[config.mk]
export PLATFORM = sky130hd
export DESIGN_NAME = rc_pulse_servo_position_comparator_flat
export DESIGN_NICKNAME = d
export VERILOG_FILES = /design/src/rtl/rcpc_pkg.sv /design/src/rtl/rcpc_if.sv /design/src/rtl/rcpc_width_tracker.sv /design/src/rtl/rcpc_serial_div.sv /design/src/rtl/rc_pulse_servo_position_comparator.sv /design/src/flat_wrapper.sv
export VERILOG_INCLUDE_DIRS = /design/src /design/src/rtl
export SDC_FILE = /design/constraint.sdc
export NUM_CORES = 1
export LEC_CHECK = 0
export BUFFER_PORTS_ARGS = -buffer_cell sky130_fd_sc_hd__buf_2
export CAP_MARGIN = 20
export CORE_AREA = 10 10 231 167
export CTS_CLUSTER_SIZE = 30
export DETAILED_ROUTE_END_ITERATION = 8
export DIE_AREA = 0 0 241 177
export HOLD_SLACK_MARGIN = 0.1
export PLACE_DENSITY = 0.76
export SLEW_MARGIN = 5
export SYNTH_ARGS = -nofsm -noshare
export SYNTH_HDL_FRONTEND = slang
export SYNTH_SLANG_ARGS = --single-unit
[constraint.sdc]
create_clock -name clk -period 8.85 [get_ports clk]
set_clock_uncertainty 0.15 [all_clocks]
set_input_delay 0 -clock clk [delete_from_list [all_inputs] [get_ports clk]]
set_output_delay 0 -clock clk [all_outputs]
set_load 0.02 [all_outputs]
[src/rtl/rc_pulse_servo_position_comparator_defines.svh]
// assertion macros shared by the servo comparator modules
// expects clk and rst_n in the scope of the module that uses them
`ifndef RC_PULSE_SERVO_POSITION_COMPARATOR_DEFINES_SVH
`define RC_PULSE_SERVO_POSITION_COMPARATOR_DEFINES_SVH

// same-cycle implication
`define RCPC_ASSERT_NOW(label, ante, cons, msg) \
    label: assert property (@(posedge clk) disable iff (!rst_n) (ante) |-> (cons)) \
        else $error(msg);

// next-cycle implication
`define RCPC_ASSERT_NEXT(label, ante, cons, msg) \
    label: assert property (@(posedge clk) disable iff (!rst_n) (ante) |=> (cons)) \
        else $error(msg);

`endif

[src/rtl/rcpc_pkg.sv]
// shared constants and types of the rc servo position comparator
// no dependencies
package rcpc_pkg;

    localparam int unsigned WIDTH_BITS_DEFAULT = 16;

    localparam int unsigned CFG_W       = 16;
    localparam int unsigned CFG_INDEX_W = 2;
    localparam int unsigned POS_W       = 10;
    localparam int unsigned POT_W       = 10;
    localparam int unsigned DZ_W        = 10;

    // register indexes of the configuration port
    localparam logic [CFG_INDEX_W-1:0] CFG_DEADZONE  = 2'd0;
    localparam logic [CFG_INDEX_W-1:0] CFG_MIN_WIDTH = 2'd1;
    localparam logic [CFG_INDEX_W-1:0] CFG_MAX_WIDTH = 2'd2;

    localparam logic [DZ_W-1:0]  DEADZONE_RESET  = 10'd50;
    localparam logic [CFG_W-1:0] MIN_WIDTH_RESET = 16'd1400;
    localparam logic [CFG_W-1:0] MAX_WIDTH_RESET = 16'd1800;

    localparam logic [POS_W-1:0] SCALE_TOP = 10'd1000;

    // pot scaling: pot * 1000 / full scale
    localparam int unsigned      POT_DEN_W      = 16;
    localparam logic [POT_DEN_W-1:0] POT_FULL_SCALE = 16'd1023;
    localparam int unsigned      FB_NUM_W       = POT_W + POS_W;

    // quotient bits produced by the serial dividers, one per cycle
    localparam int unsigned QUOT_W = 12;

    typedef struct packed {
        logic zero_span;
        logic at_low;
        logic at_high;
    } cmd_flags_t;

endpackage

[src/rtl/rcpc_if.sv]
// handshake channel interfaces of the rc servo position comparator
// depends on rcpc_pkg
interface rcpc_tick_if;
    logic                       valid;
    logic                       ready;
    logic                       ppm_level;
    logic [rcpc_pkg::POT_W-1:0] pot_sample;

    modport source (output valid, output ppm_level, output pot_sample, input ready);
    modport sink   (input valid, input ppm_level, input pot_sample, output ready);
endinterface

interface rcpc_result_if;
    logic                       valid;
    logic                       ready;
    logic                       motor_a;
    logic                       motor_b;
    logic [rcpc_pkg::POS_W-1:0] command_position;
    logic [rcpc_pkg::POS_W-1:0] feedback_position;

    modport source (output valid, output motor_a, output motor_b,
                    output command_position, output feedback_position, input ready);
    modport sink   (input valid, input motor_a, input motor_b,
                    input command_position, input feedback_position, output ready);
endinterface

[src/rtl/rcpc_width_tracker.sv]
// pulse width counter, edge detection, self-calibrating bounds and config registers
// depends on rcpc_pkg
module rcpc_width_tracker #(
    parameter int unsigned WIDTH_BITS = rcpc_pkg::WIDTH_BITS_DEFAULT
) (
    input  logic                             clk,
    input  logic                             rst_n,
    input  logic                             cfg_wr_en,
    input  logic [rcpc_pkg::CFG_INDEX_W-1:0] cfg_index,
    input  logic [rcpc_pkg::CFG_W-1:0]       cfg_wdata,
    input  logic                             tick_en,
    input  logic                             ppm_level,
    output logic [WIDTH_BITS-1:0]            span,
    output logic [WIDTH_BITS-1:0]            range,
    output rcpc_pkg::cmd_flags_t             flags,
    output logic [rcpc_pkg::DZ_W-1:0]        deadzone
);
    import rcpc_pkg::*;

    typedef logic [WIDTH_BITS-1:0] count_t;

    localparam count_t COUNT_MAX = '1;

    count_t          counter_reg;
    logic            prev_level_reg;
    count_t          last_width_reg;
    count_t          low_bound_reg;
    count_t          high_bound_reg;
    logic [DZ_W-1:0] deadzone_reg;

    count_t counter_next;
    logic   rise;
    logic   fall;

    assign rise = ppm_level && !prev_level_reg;
    assign fall = !ppm_level && prev_level_reg;

    always_comb
    begin
        if (rise)
        begin
            counter_next = '0;
        end
        else if (counter_reg == COUNT_MAX)
        begin
            counter_next = counter_reg;
        end
        else
        begin
            counter_next = counter_reg + count_t'(1);
        end
    end

    always_ff @(posedge clk or negedge rst_n)
    begin
        if (!rst_n)
        begin
            counter_reg    <= '0;
            prev_level_reg <= 1'b0;
            last_width_reg <= count_t'(MIN_WIDTH_RESET);
            low_bound_reg  <= count_t'(MIN_WIDTH_RESET);
            high_bound_reg <= count_t'(MAX_WIDTH_RESET);
            deadzone_reg   <= DEADZONE_RESET;
        end
        else if (cfg_wr_en)
        begin
            unique case (cfg_index)
                CFG_DEADZONE:
                begin
                    deadzone_reg <= cfg_wdata[DZ_W-1:0];
                end
                CFG_MIN_WIDTH:
                begin
                    low_bound_reg  <= count_t'(cfg_wdata);
                    last_width_reg <= count_t'(cfg_wdata);
                end
                CFG_MAX_WIDTH:
                begin
                    high_bound_reg <= count_t'(cfg_wdata);
                end
                default:
                begin
                end
            endcase
        end
        else if (tick_en)
        begin
            counter_reg    <= counter_next;
            prev_level_reg <= ppm_level;
            if (fall)
            begin
                last_width_reg <= counter_next;
                if (counter_next < low_bound_reg)
                begin
                    low_bound_reg <= counter_next;
                end
                if (counter_next > high_bound_reg)
                begin
                    high_bound_reg <= counter_next;
                end
            end
        end
    end

    assign span            = last_width_reg - low_bound_reg;
    assign range           = high_bound_reg - low_bound_reg;
    assign flags.zero_span = high_bound_reg <= low_bound_reg;
    assign flags.at_low    = last_width_reg <= low_bound_reg;
    assign flags.at_high   = last_width_reg >= high_bound_reg;
    assign deadzone        = deadzone_reg;

endmodule

[src/rtl/rcpc_serial_div.sv]
// restoring divider, one quotient bit per cycle, divisor shifted right each step
// depends on rcpc_pkg and the assertion macro header
`include "rc_pulse_servo_position_comparator_defines.svh"

module rcpc_serial_div #(
    parameter int unsigned NUM_W  = 26,
    parameter int unsigned DEN_W  = 16,
    parameter int unsigned QUOT_W = rcpc_pkg::QUOT_W
) (
    input  logic              clk,
    input  logic              rst_n,
    input  logic              start,
    input  logic [NUM_W-1:0]  num,
    input  logic [DEN_W-1:0]  den,
    output logic              done,
    output logic [QUOT_W-1:0] quot
);
    import rcpc_pkg::*;

    localparam int unsigned SHIFT_W = DEN_W + QUOT_W - 1;
    localparam int unsigned CMP_W   = (NUM_W > SHIFT_W) ? NUM_W : SHIFT_W;
    localparam int unsigned CNT_W   = (QUOT_W > 1) ? $clog2(QUOT_W) : 1;

    logic [CMP_W-1:0]  rem_reg;
    logic [CMP_W-1:0]  dsh_reg;
    logic [QUOT_W-1:0] quot_reg;
    logic [CNT_W-1:0]  cnt_reg;
    logic              busy_reg;
    logic              done_reg;

    logic fits;

    assign fits = rem_reg >= dsh_reg;

    always_ff @(posedge clk or negedge rst_n)
    begin
        if (!rst_n)
        begin
            busy_reg <= 1'b0;
            done_reg <= 1'b0;
            cnt_reg  <= '0;
        end
        else
        begin
            done_reg <= 1'b0;
            if (start)
            begin
                busy_reg <= 1'b1;
                cnt_reg  <= CNT_W'(QUOT_W - 1);
            end
            else if (busy_reg)
            begin
                if (cnt_reg == '0)
                begin
                    busy_reg <= 1'b0;
                    done_reg <= 1'b1;
                end
                else
                begin
                    cnt_reg <= cnt_reg - CNT_W'(1);
                end
            end
        end
    end

    // datapath: rem, shifted divisor and quotient shift register
    always_ff @(posedge clk)
    begin
        if (start)
        begin
            rem_reg  <= CMP_W'(num);
            dsh_reg  <= CMP_W'(den) << (QUOT_W - 1);
            quot_reg <= '0;
        end
        else if (busy_reg)
        begin
            if (fits)
            begin
                rem_reg <= rem_reg - dsh_reg;
            end
            dsh_reg  <= dsh_reg >> 1;
            quot_reg <= {quot_reg[QUOT_W-2:0], fits};
        end
    end

    assign done = done_reg;
    assign quot = quot_reg;

    `RCPC_ASSERT_NOW(a_no_restart, start, !busy_reg, "divider restarted while busy")
    `RCPC_ASSERT_NEXT(a_start_busy, start, busy_reg, "divider did not go busy after start")
    `RCPC_ASSERT_NOW(a_done_after_busy, done_reg, !busy_reg && $past(busy_reg),
        "divider done without a finished run")

endmodule

[src/rtl/rc_pulse_servo_position_comparator.sv]
// rc servo position comparator: pulse width tracking, serial scaling, bang-bang drive
// an input goes through the idle, start, wait and done states; a new one is taken
// only in idle; the 12-step bit-serial dividers scale command and feedback in parallel;
// the result register frees the input side while a result waits to be taken
// reset: asynchronous active-low; bounds reload their seeds, counter and level clear
// depends on rcpc_pkg, rcpc_if, rcpc_width_tracker, rcpc_serial_div and the macro header
`include "rc_pulse_servo_position_comparator_defines.svh"

module rc_pulse_servo_position_comparator #(
    parameter int unsigned WIDTH_BITS = rcpc_pkg::WIDTH_BITS_DEFAULT
) (
    input  logic                             clk,
    input  logic                             rst_n,
    input  logic                             cfg_wr_en,
    input  logic [rcpc_pkg::CFG_INDEX_W-1:0] cfg_index,
    input  logic [rcpc_pkg::CFG_W-1:0]       cfg_wdata,
    rcpc_tick_if.sink                        tick,
    rcpc_result_if.source                    result
);
    import rcpc_pkg::*;

    localparam int unsigned CMD_NUM_W = WIDTH_BITS + POS_W;

    typedef enum logic [3:0] {
        S_IDLE  = 4'b0001,
        S_START = 4'b0010,
        S_WAIT  = 4'b0100,
        S_DONE  = 4'b1000
    } state_t;

    state_t state_reg;
    state_t state_next;

    logic [POT_W-1:0] pot_reg;
    logic             out_valid_reg;
    logic             motor_a_reg;
    logic             motor_b_reg;
    logic [POS_W-1:0] cmd_pos_reg;
    logic [POS_W-1:0] fb_pos_reg;

    logic                  tick_xfer;
    logic                  div_start;
    logic                  out_load;
    logic [WIDTH_BITS-1:0] span;
    logic [WIDTH_BITS-1:0] range;
    cmd_flags_t            flags;
    logic [DZ_W-1:0]       deadzone;
    logic [CMD_NUM_W-1:0]  cmd_num;
    logic [FB_NUM_W-1:0]   fb_num;
    logic                  cmd_done;
    logic                  fb_done;
    logic [QUOT_W-1:0]     cmd_quot;
    logic [QUOT_W-1:0]     fb_quot;
    logic [POS_W-1:0]      cmd_pos;
    logic [POS_W-1:0]      fb_pos;
    logic                  cmd_ahead;
    logic [POS_W-1:0]      pos_diff;
    logic                  brake;

    assign tick.ready = state_reg == S_IDLE;
    assign tick_xfer  = tick.valid && tick.ready;
    assign div_start  = state_reg == S_START;
    assign out_load   = (state_reg == S_DONE) && (!out_valid_reg || result.ready);

    rcpc_width_tracker #(
        .WIDTH_BITS (WIDTH_BITS)
    ) u_tracker (
        .clk       (clk),
        .rst_n     (rst_n),
        .cfg_wr_en (cfg_wr_en),
        .cfg_index (cfg_index),
        .cfg_wdata (cfg_wdata),
        .tick_en   (tick_xfer),
        .ppm_level (tick.ppm_level),
        .span      (span),
        .range     (range),
        .flags     (flags),
        .deadzone  (deadzone)
    );

    // numerators scaled by 1000 before the serial division
    assign cmd_num = CMD_NUM_W'(span) * CMD_NUM_W'(SCALE_TOP);
    assign fb_num  = FB_NUM_W'(pot_reg) * FB_NUM_W'(SCALE_TOP);

    rcpc_serial_div #(
        .NUM_W  (CMD_NUM_W),
        .DEN_W  (WIDTH_BITS),
        .QUOT_W (QUOT_W)
    ) u_cmd_div (
        .clk   (clk),
        .rst_n (rst_n),
        .start (div_start),
        .num   (cmd_num),
        .den   (range),
        .done  (cmd_done),
        .quot  (cmd_quot)
    );

    rcpc_serial_div #(
        .NUM_W  (FB_NUM_W),
        .DEN_W  (POT_DEN_W),
        .QUOT_W (QUOT_W)
    ) u_fb_div (
        .clk   (clk),
        .rst_n (rst_n),
        .start (div_start),
        .num   (fb_num),
        .den   (POT_FULL_SCALE),
        .done  (fb_done),
        .quot  (fb_quot)
    );

    always_comb
    begin
        state_next = state_reg;
        unique case (state_reg)
            S_IDLE:
            begin
                if (tick_xfer)
                begin
                    state_next = S_START;
                end
            end
            S_START:
            begin
                state_next = S_WAIT;
            end
            S_WAIT:
            begin
                if (cmd_done)
                begin
                    state_next = S_DONE;
                end
            end
            S_DONE:
            begin
                if (out_load)
                begin
                    state_next = S_IDLE;
                end
            end
            default:
            begin
                state_next = S_IDLE;
            end
        endcase
    end

    // command: 0 on zero or inverted range or width <= low bound, 1000 if >= high bound
    always_comb
    begin
        if (flags.zero_span || flags.at_low)
        begin
            cmd_pos = '0;
        end
        else if (flags.at_high)
        begin
            cmd_pos = SCALE_TOP;
        end
        else
        begin
            cmd_pos = cmd_quot[POS_W-1:0];
        end
    end

    assign fb_pos    = (fb_quot > QUOT_W'(SCALE_TOP)) ? SCALE_TOP : fb_quot[POS_W-1:0];
    assign cmd_ahead = cmd_pos > fb_pos;
    assign pos_diff  = cmd_ahead ? (cmd_pos - fb_pos) : (fb_pos - cmd_pos);
    assign brake     = pos_diff < deadzone;

    always_ff @(posedge clk or negedge rst_n)
    begin
        if (!rst_n)
        begin
            state_reg     <= S_IDLE;
            out_valid_reg <= 1'b0;
        end
        else
        begin
            state_reg <= state_next;
            if (out_load)
            begin
                out_valid_reg <= 1'b1;
            end
            else if (result.ready)
            begin
                out_valid_reg <= 1'b0;
            end
        end
    end

    always_ff @(posedge clk)
    begin
        if (tick_xfer)
        begin
            pot_reg <= tick.pot_sample;
        end
        if (out_load)
        begin
            motor_a_reg <= brake || cmd_ahead;
            motor_b_reg <= brake || !cmd_ahead;
            cmd_pos_reg <= cmd_pos;
            fb_pos_reg  <= fb_pos;
        end
    end

    assign result.valid             = out_valid_reg;
    assign result.motor_a           = motor_a_reg;
    assign result.motor_b           = motor_b_reg;
    assign result.command_position  = cmd_pos_reg;
    assign result.feedback_position = fb_pos_reg;

    `RCPC_ASSERT_NOW(a_div_lockstep, cmd_done || fb_done, cmd_done && fb_done,
        "command and feedback dividers out of step")
    `RCPC_ASSERT_NEXT(a_xfer_starts, tick_xfer, state_reg == S_START,
        "input transfer did not start the dividers")
    `RCPC_ASSERT_NOW(a_done_in_wait, cmd_done, state_reg == S_WAIT,
        "divider finished outside the wait state")
    `RCPC_ASSERT_NOW(a_pos_range, out_valid_reg,
        cmd_pos_reg <= SCALE_TOP && fb_pos_reg <= SCALE_TOP,
        "reported position above full scale")

endmodule
[src/flat_wrapper.sv]
// flat-port wrapper written by rule: the top's interface ports become plain ports
module rc_pulse_servo_position_comparator_flat import rcpc_pkg::*;
#(
    parameter int unsigned WIDTH_BITS = rcpc_pkg::WIDTH_BITS_DEFAULT
)
  (clk, rst_n, cfg_wr_en, cfg_index, cfg_wdata, tick_valid, tick_ppm_level, tick_pot_sample, tick_ready, result_valid, result_motor_a, result_motor_b, result_command_position, result_feedback_position, result_ready);
  rcpc_tick_if tick_i ();
  rcpc_result_if result_i ();
  input  logic clk;
  input  logic rst_n;
  input  logic cfg_wr_en;
  input  logic [rcpc_pkg::CFG_INDEX_W-1:0] cfg_index;
  input  logic [rcpc_pkg::CFG_W-1:0] cfg_wdata;
  input wire logic [$bits(tick_i.valid)-1:0] tick_valid;
  input wire logic [$bits(tick_i.ppm_level)-1:0] tick_ppm_level;
  input wire logic [$bits(tick_i.pot_sample)-1:0] tick_pot_sample;
  output wire logic [$bits(tick_i.ready)-1:0] tick_ready;
  output wire logic [$bits(result_i.valid)-1:0] result_valid;
  output wire logic [$bits(result_i.motor_a)-1:0] result_motor_a;
  output wire logic [$bits(result_i.motor_b)-1:0] result_motor_b;
  output wire logic [$bits(result_i.command_position)-1:0] result_command_position;
  output wire logic [$bits(result_i.feedback_position)-1:0] result_feedback_position;
  input wire logic [$bits(result_i.ready)-1:0] result_ready;
  assign tick_i.valid = tick_valid;
  assign tick_i.ppm_level = tick_ppm_level;
  assign tick_i.pot_sample = tick_pot_sample;
  assign tick_ready = tick_i.ready;
  assign result_valid = result_i.valid;
  assign result_motor_a = result_i.motor_a;
  assign result_motor_b = result_i.motor_b;
  assign result_command_position = result_i.command_position;
  assign result_feedback_position = result_i.feedback_position;
  assign result_i.ready = result_ready;
  rc_pulse_servo_position_comparator #(.WIDTH_BITS(WIDTH_BITS)) u_core (.clk(clk), .rst_n(rst_n), .cfg_wr_en(cfg_wr_en), .cfg_index(cfg_index), .cfg_wdata(cfg_wdata), .tick(tick_i), .result(result_i));
endmodule
After elaboration in Yosys (flattened, before gate mapping)
Cells that the tools add are included.

Bits in registers: 247. Input bits: 34. Word-level logic and storage cells: 147.

Add/sub/neg operators: 9. Multipliers: 2. Magnitude comparators: 10. Equal/unequal tests: 14. Multiplexer cells: 48. Bitwise operators: 1. Reduce and logical (&&, ||, !) cells: 36.

Operators by type and width (count): $mux W16 (15); $mux W26 (3); $mux W20 (3); $mux W27 (2); $mux W10 (4); $mux W4 (9); $le A16 B16 Y1 (2); $sub A16 B16 Y16 (2); $ge A27 B21 Y1 (1); $ge A27 B27 Y1 (1); $sub A27 B21 Y27 (1); $sub A27 B27 Y27 (1); $mul A16 B7 Y23 const B (1); $sub A10 B10 Y10 (2); $reduce_bool A2 Y1 (9); $mul A10 B7 Y17 const B (1); $add A16 B1 Y16 const B (1); $eq A16 B16 Y1 const B (1); $ge A16 B16 Y1 (1); $gt A16 B16 Y1 (1); $lt A16 B16 Y1 (1); $pmux W4 S4 (1); $reduce_and A2 Y1 (8); $gt A12 B10 Y1 const B (1); 20 further kinds (48).

Depth between registers and ports, before layout
Gate-level depths: netlist (run 1).

Depth after elaboration: 8. Depth in mapped cells: 33. Depth with buffers taken out: 30.

Hierarchy
A second synthesis (run 1) with hierarchy kept.

Cells, all modules: 2278. Area total of the unflattened synthesis: 21849.7 um2.

Modules (own cells, without submodules): rc_pulse_servo_position_comparator (instances 1, cells an instance 622, area each 6606.3 um2); rcpc_width_tracker (instances 1, cells an instance 689, area each 6381.1 um2); rcpc_serial_div at u_core.u_fb_div (instances 1, cells an instance 481, area each 4443.0 um2); rcpc_serial_div at u_core.u_cmd_div (instances 1, cells an instance 486, area each 4419.2 um2).

Worst setup path after synthesis (run 1)
No wires, ideal clock.

Path kind: reg-to-reg. Start point: register u_core.u_tracker.low_bound_reg[0]. End point: register u_core.u_cmd_div.rem_reg[25] (data pin). Data arrival time: 6.297 ns. Data required time: 8.439 ns. Setup slack: 2.141 ns. Stages on the path, launching flop included: 24. Buffers on the path: 0. Cell sequence: dfrtp_1 -> ha_1 -> fa_1 -> nor2b_1 -> o21ai_0 -> a21boi_0 -> o21ai_0 -> a21oi_1 -> a21o_1 -> a211oi_1 -> nor3_1 -> fa_1 -> inv_1 -> fa_1 -> fa_1 -> fa_1 -> inv_1 -> ha_1 -> a2111o_1 -> nor3_1 -> o31ai_1 -> a2111oi_0 -> or4_1 -> nand3_1.

Longest elaborated chain between the ends: 3.

RTL lines: start, declared (line rcpc_width_tracker.sv:27) `count_t low_bound_reg;`; start signal, assigned (line rcpc_width_tracker.sv:61) `low_bound_reg <= count_t'(MIN_WIDTH_RESET);`; start signal, assigned (line rcpc_width_tracker.sv:74) `low_bound_reg <= count_t'(cfg_wdata);`; start signal, assigned (line rcpc_width_tracker.sv:95) `low_bound_reg <= counter_next;`; $sub A16 B16 Y16 (line rcpc_width_tracker.sv:105) `assign span = last_width_reg - low_bound_reg;`; $mul A16 B7 Y23 (line rc_pulse_servo_position_comparator.sv:82) `assign cmd_num = CMD_NUM_W'(span) * CMD_NUM_W'(SCALE_TOP);`; $mux W26 (line rcpc_serial_div.sv:69) `if (start)`; end signal, assigned (line rcpc_serial_div.sv:71) `rem_reg <= CMP_W'(num);`; end signal, assigned (line rcpc_serial_div.sv:79) `rem_reg <= rem_reg - dsh_reg;`; end, declared (line rcpc_serial_div.sv:24) `logic [CMP_W-1:0] rem_reg;`.

No other way between the ends. A chain may end at the register's enable or synchronous reset.

Worst setup path after layout (run 1)
Start point: register u_core.u_tracker.low_bound_reg[0]. End point: register u_core.motor_a_reg (netlist: u_core.result.motor_a) (data pin).

Longest elaborated chain between the ends: 7.

RTL lines: $le A16 B16 Y1, on equally long branches (line rcpc_width_tracker.sv:107, rcpc_width_tracker.sv:108); $logic_or A1 B1 Y1 (*) (line rc_pulse_servo_position_comparator.sv:152) `if (flags.zero_span || flags.at_low)`; $mux W10 (*) (line rc_pulse_servo_position_comparator.sv:152); $sub A10 B10 Y10 or $gt A10 B10 Y1 (tied branches) (line rc_pulse_servo_position_comparator.sv:168, rc_pulse_servo_position_comparator.sv:167); $mux W10 (line rc_pulse_servo_position_comparator.sv:168) `assign pos_diff = cmd_ahead ? (cmd_pos - fb_pos) : (fb_pos - cmd_pos);`; $lt A10 B10 Y1 (line rc_pulse_servo_position_comparator.sv:169) `assign brake = pos_diff < deadzone;`; $logic_or A1 B1 Y1 (*) (line rc_pulse_servo_position_comparator.sv:200) `motor_a_reg <= brake || cmd_ahead;`; end signal, assigned (line rc_pulse_servo_position_comparator.sv:200); end, declared (line rc_pulse_servo_position_comparator.sv:36) `logic motor_a_reg;`.

Mark *: on every way between the ends. The rest lies on a longest branch, timed or not.

==> summary.log, run 1 <==
[cts] Max Buffers Root-to-Sink 3
[setup_path] Crit path largest cell delay 0.68 ns
[timing] max-slew violation count 0
[setup_path] crit path capture type flop
[cts] Worst-Skew Late Latency 0.57 ns
[die] area of the die 42660 µm²
[cts] CTS tree done
[yosys] share of synthesized flip-flops with an asynchronous set or reset 36.84%
[detailed_routing] starting DRC count in detailed routing 1401
[setup_path] reg-to-reg setup timing slack 1.06 ns
[setup_path] type of origin of the critical path flop
[detailed_routing] Routed Wire Length 50070 µm
[finish] proportion of layout cells with a drive suffix above 1 9.383%
[yosys] Synth top area share 15.57%
[finish] net count reported at finish 2590
[cts] Clock Sink Count 247
[yosys] synthesized area 20250 µm²
[timing] summed negative setup slack over all endpoints 0 ns
[yosys] EDFF count, synth 88
[timing] setup repair after global routing missed its margin no
[die] die width 241 µm
[cts] count of H-tree levels built during CTS 1
[finish] fillcell total 2703
[setup_path] critical path peak fanout 19
[finish] Area growth, synth to finish 11.51%
[global_routing] first-pass GRT wire length 81340 µm
[yosys] area fraction in compound gates after synthesis 15.43%
[placed_design] final weighted congestion in routability-driven placement 1.000
[yosys] multiplexer area fraction after synthesis 5.771%
[yosys] top area cells in the synthesized netlist ha_1, edfxtp_1, dfrtp_1, fa_1, dfxtp_1
[finish] most frequent cells in the layout ha_1, inv_1, nand2_1
[timing] final critical-path share of the clock period 88.03%
[placed_design] Port Buffer Count 57
[die] number of ports placed on the die boundary 58
[timing] clock period minus final worst setup slack 7.791 ns
[die] Chip Height 177 µm
[setup_path] Crit-path slowest cell and3_1
[global_routing] antenna violations before repair 0
[yosys] combinational family with the most area after synthesis adder cells
[yosys] adder-cell share of the synthesized area 24.17%
[timing] final setup violation count 0
[yosys] number of unique standard cell types used by synthesis 83
[yosys] area share of xor/xnor cells in the synthesized design 5.407%
[global_routing] total gr overflow 0
[yosys] cell type contributing the most total cell area after synthesis ha_1
[yosys] Mapped Avg Cell Area 9.629 µm²
[yosys] Synth Instances 2103
[placed_design] Final HPWL DP 37070 µm
[global_routing] number of global-route vias before repair 15747
[detailed_routing] Via density 5.978
[yosys] post-synthesis simple-gate area fraction 12.39%
[yosys] main flop type after synthesis edfxtp_1
[outcome] status finished, final reports clean
[detailed_routing] detail-routed net length per standard cell 18.68 µm
[detailed_routing] Post-DRT Antenna Nets 0
[detailed_routing] number of remaining DRC errors 0
[setup_path] most prevalent standard cell on the critical path o21ai_0
[die] effective utilization at floorplan 59.15%
[detailed_routing] vias after detailed routing 16028
[timing] slew margin rel. 19.83%
[die] total number of placement rows 57
[timing] count of endpoints failing hold in the final timing report 0
[yosys] synthesis-stage register bit count 247
[global_routing] total track usage 23.36%
[setup_path] worst endpoint required time 9.02 ns
[cts] clk slew on worst S/H paths 0.06 ns
[cts] clock root buffer master clkbuf_16
[detailed_routing] number of optimization iterations in the first detailed-route pass 6
[timing] highest clock frequency the design can meet 128.4 MHz
[yosys] nets in the synthesized netlist 2476
[finish] leading cell type in the layout, fill and taps excluded ha_1
[cts] total CTS buffers 27
[die] Core Box Area 34230 µm²
[setup_path] data arrival at the endpoint of the critical path 7.96 ns
[run] number of max-cap violations 0
[timing] pin slew with the least headroom to its limit 1.172 ns
[global_routing] maximum number of pins on one net before global-route repair 86
[yosys] Yosys warning count 0
[min_path] path category of the worst min-delay check in -> reg
[setup_path] start-to-end type of the worst setup path reg -> reg
[yosys] post-synthesis sequential area ratio 31.14%
==> logic make-up after synthesis <==
kind of cell               Yosys count
and+or+nand+nor                    516
AOI/OAI and AO/OA                  475
adders and majority gates          339
buffers and inverters              295
DFF                                247
xor gates and xnor gates           125
muxes                              106
==> stage by stage <==
step                hold slack [ns]  instances  utilization, %  setup WS (ns)  cell area [µm²]
finish                       0.1768       2681           65.96          1.059            22580
global route                 0.1889       2680           65.95         0.5565            22580
CTS                          0.1161       2677           65.81          1.317            22530
detailed placement          -0.3028       2556           61.22          1.418            20960
global placement            -0.3095       2555           61.14          1.530            20930
floorplan                   -0.4456       2103               -          2.141            20250
==> layout make-up <==
type	instances	area (µm²)	share of cell area, %
Multi-Input combinational cell	1561	12810	56.72
Tap cell	442	553.0	2.449
Timing Repair Buffer	143	1157	5.126
Clock inverter	13	95.09	0.4211
Antenna cell	1	2.502	0.01108
Inverter	237	889.6	3.940
Sequential cell	247	6309	27.94
Clock buffer	37	765.7	3.391
==> metal layers <==
layer  global-route usage (%)  vias to the layer above  part of all wire [%]
met2                    35.95                      532                    44
met1                    33.39                     7730                    47
met4                    5.095                        2                   2.0
met3                    4.496                       91                   7.1
met5                    1.048                        -                  0.12
li1                         -                     7673                     -
==> cell usage after synthesis, drive strengths merged (5+ instances only) <==
library cell	count
or2	9
xnor2	67
nand3	49
nor2	126
nand2b	21
a31oi	13
and4	8
inv	237
o21a	34
a21oi	106
fa	87
dfstp	20
a2111oi	8
dfxtp	68
nor3	32
and2	6
and3	18
nor4	8
edfxtp	88
o41ai	5
xor2	58
o21ai	100
mux2i	50
a211oi	13
nand2	157
o22ai	24
nor2b	21
o21bai	10
clkbuf	43
ha	252
dfrtp	71
or3	20
nand4	25
o31ai	48
buf	15
a21boi	8
o211ai	18
or4	8
mux2	56
a21o	58
==> worst max-delay path, delay by kind of cell, from the launching register on <==
family	cells	cell delay [ns]
xor+xnor	1	0.15
fa+ha+maj	4	1.42
simple gates	6	1.64
buf+inv	1	0.24
mux	1	0.38
flops	1	0.41
compound gates	14	3.16
==> repair_timing <==
item                      4_1_cts  5_1_grt
hold buffers                   71        1
resized for setup               0        0
hold endpoints to repair      194       19
buffers inserted                0        0
==> final timing paths <==
path,from,endpoint,cells past startpoint
setup / recovery,u_core.u_tracker.low_bound_reg[0],u_core.result.motor_a,27
hold / removal,tick_ppm_level,u_core.u_tracker.prev_level_reg,3
setup reg to reg,u_core.u_tracker.low_bound_reg[0],u_core.result.motor_a,27
hold reg to reg,u_core.u_fb_div.rem_reg[2],u_core.u_fb_div.rem_reg[2],2
max in group asynchronous,rst_n,u_core.u_tracker.deadzone[1],4
min in group asynchronous,rst_n,u_core.u_tracker.high_bound_reg[4],4
Power of run 1 is left out: the tool's default activity adds up to more than one toggle a clock period on the data nets, which glitch-free logic cannot reach.
==> inputs of run 2 (changes only) <==
Settings changed: RECOVER_POWER set to 25.
==> run 2 against run 1 <==
  * Register-to-register slack improved by 0.04 ns
  * Largest cell class unchanged
  * Non-clock buffer count did not move
  * Count of clock-buffer cells in the layout is the same
  * Sequential share of layout area increased by 0.092 points
  * Hold slack worse by 0.0014 ns
  * The flow now finishes with violations (max-capacitance violations, max-slew violations)
  * Highest routed layer unchanged
==> summary.log, run 2 (same netlist as run 1, synthesis figures left out) <==
[outcome] status complete, but fails checks
[outcome] violated checks max-capacitance violations, max-slew violations
[die] number of ports placed on the die boundary 58 [unchanged]
[detailed_routing] number of remaining DRC errors 0 [unchanged]
[die] Chip Height 177 µm [unchanged]
[setup_path] most prevalent standard cell on the critical path o21ai_0
[global_routing] global routing met3 resource utilization 4.496% [unchanged]
[global_routing] antenna violations before repair 0 [unchanged]
[global_routing] total track usage 23.36% [unchanged]
[detailed_routing] Post-DRT Antenna Nets 0 [unchanged]
[detailed_routing] Routed Wire Length 50130 µm [+0.12%]
[cts] clock root buffer master clkbuf_16
[cts] clk slew on worst S/H paths 0.06 ns [about the same]
[placed_design] Final HPWL DP 37070 µm [unchanged]
[timing] pin slew with the least headroom to its limit 2.968 ns [+1.796 ns]
[placed_design] final weighted congestion in routability-driven placement 1.000 [unchanged]
[setup_path] Crit path largest cell delay 0.68 ns [about the same]
[cts] Worst-Skew Late Latency 0.58 ns [about the same]
[timing] summed negative setup slack over all endpoints 0 ns [unchanged]
[timing] highest clock frequency the design can meet 129.0 MHz [+0.46%]
[timing] max-slew violation count 58 [+58]
[finish] leading cell type in the layout, fill and taps excluded ha_1
[detailed_routing] starting DRC count in detailed routing 1330 [-5.1%]
[setup_path] crit-path leading delay family compound AO/OA/AOI/OAI gates
[setup_path] type of origin of the critical path flop
[global_routing] first-pass GRT wire length 81340 µm [unchanged]
[die] Core Box Area 34230 µm² [unchanged]
[timing] clock period minus final worst setup slack 7.755 ns [-0.03591 ns]
[detailed_routing] detail-routed net length per standard cell 18.71 µm [+0.16%]
[placed_design] Port Buffer Count 57 [unchanged]
[die] effective utilization at floorplan 59.15% [unchanged]
[run] number of max-cap violations 1 [+1]
[finish] Area growth, synth to finish 11.15%
[setup_path] critical path peak fanout 19 [unchanged]
[timing] slew margin rel. -97.89% [-120 points]
[cts] Max Buffers Root-to-Sink 3 [unchanged]
[cts] total CTS buffers 27 [unchanged]
[global_routing] met1 Usage GRT 33.39% [unchanged]
[setup_path] crit path capture type flop
[finish] most frequent cells in the layout ha_1, inv_1, nand2_1
[setup_path] sum of buffers and inverters on the critical path 1 [unchanged]
[die] die width 241 µm [unchanged]
[timing] final setup violation count 0 [unchanged]
[global_routing] total gr overflow 0 [unchanged]
[setup_path] start-to-end type of the worst setup path reg -> reg
[timing] final critical-path share of the clock period 87.63% [-0.41 points]
[detailed_routing] vias after detailed routing 16011 [-0.11%]
[timing] count of endpoints failing hold in the final timing report 0 [unchanged]
[finish] net count reported at finish 2590 [unchanged]
[finish] proportion of layout cells with a drive suffix above 1 8.177% [-1.2 points]
[global_routing] routing usage on met2 35.95% [unchanged]
[cts] count of H-tree levels built during CTS 1 [unchanged]
[detailed_routing] Via density 5.974 [about the same]
[timing] setup repair after global routing missed its margin no
[detailed_routing] number of optimization iterations in the first detailed-route pass 5 [-1]
[finish] Antenna diodes 0 [-1]
[die] area of the die 42660 µm² [unchanged]
[global_routing] maximum number of pins on one net before global-route repair 86 [unchanged]
[finish] fillcell total 2729 [+0.96%]
[setup_path] data arrival at the endpoint of the critical path 7.93 ns [-0.03 ns]
[die] total number of placement rows 57 [unchanged]
[setup_path] Crit-path slowest cell and3_1
[cts] CTS tree done
[cts] Clock Sink Count 247 [unchanged]
[global_routing] Top Usage Layer GRT met2
[min_path] path category of the worst min-delay check in -> reg
[setup_path] worst endpoint required time 9.02 ns [about the same]
[global_routing] number of global-route vias before repair 15747 [unchanged]
[run 2: changes by cell type in the layout (fill, tap and decap cells not counted)]
cell and change:
nor4b_4 -1, buf_2 -24, diode_2 -1, nor4b_1 +1, dfstp_1 +1, clkbuf_4 +1
buf_4 -2, clkbuf_1 +25, clkbuf_2 +1, buf_16 -1, dfstp_2 -1
[run 2: timing repair]
item                      CTS  global route
hold buffers               71             1
gates resized for setup     0             0
buffers inserted            0             0
hold endpoints to repair  194            19
[run 2: worst register-to-register path: cells and delay by family (launching register included)]
family / cells / cell delay [ns]
AO/OA/AOI/OAI: 14 / 3.14
AND/OR/NAND/NOR: 6 / 1.65
adder cells (fa/ha/maj): 4 / 1.40
flip-flops: 1 / 0.41
multiplexers: 1 / 0.38
buffers and inverters: 1 / 0.24
XOR/XNOR: 1 / 0.15
[run 2: metal layers]
layer / share of wire, % / vias up
met5: 0.12 / -
met4: 2.1 / 2
met3: 6.9 / 94
met2: 44 / 524
met1: 47 / 7722
li1: - / 7669
[run 2: worst paths after layout]
| path | from | to | slack [ns] | cells past startpoint |
|---|---|---|---|---|
| worst min-delay path | tick_ppm_level | u_core.u_tracker.prev_level_reg | 0.18 | 3 |
| worst max-delay path | u_core.u_tracker.low_bound_reg[0] | u_core.result.motor_a | 1.10 | 27 |
| max in group asynchronous | rst_n | u_core.u_tracker.last_width_reg[13] | 4.23 | 5 |
| worst max register to register | u_core.u_tracker.low_bound_reg[0] | u_core.result.motor_a | 1.10 | 27 |
| worst min register to register | u_core.u_fb_div.rem_reg[2] | u_core.u_fb_div.rem_reg[2] | 0.31 | 2 |
| min in group asynchronous | rst_n | u_core.u_tracker.high_bound_reg[4] | 0.84 | 4 |
[run 2: cell type report]
type,instances,area (µm²),share of cell area [%]
inverter,237,889.6,3.953
multi-input combinational,1561,12790,56.84
timing repair buffer,143,1101,4.892
tap,442,553.0,2.457
clock buffer,37,765.7,3.402
sequential,247,6309,28.03
clock inverter,13,95.09,0.4225
[run 2: metrics by stage]
step           instances  cell area, µm²  utilization [%]  hold slack (ns)  setup WS, ns
2_1_floorplan       2103           20250                -          -0.4456         2.141
3_3_place_gp        2555           20930            61.14          -0.3095         1.530
3_5_place_dp        2556           20960            61.22          -0.3028         1.418
4_1_cts             2677           22530            65.81           0.1161         1.317
5_1_grt             2680           22510            65.75           0.1889        0.5565
6_report            2680           22510            65.75           0.1754         1.095
Power of run 2 is left out for the same reason.
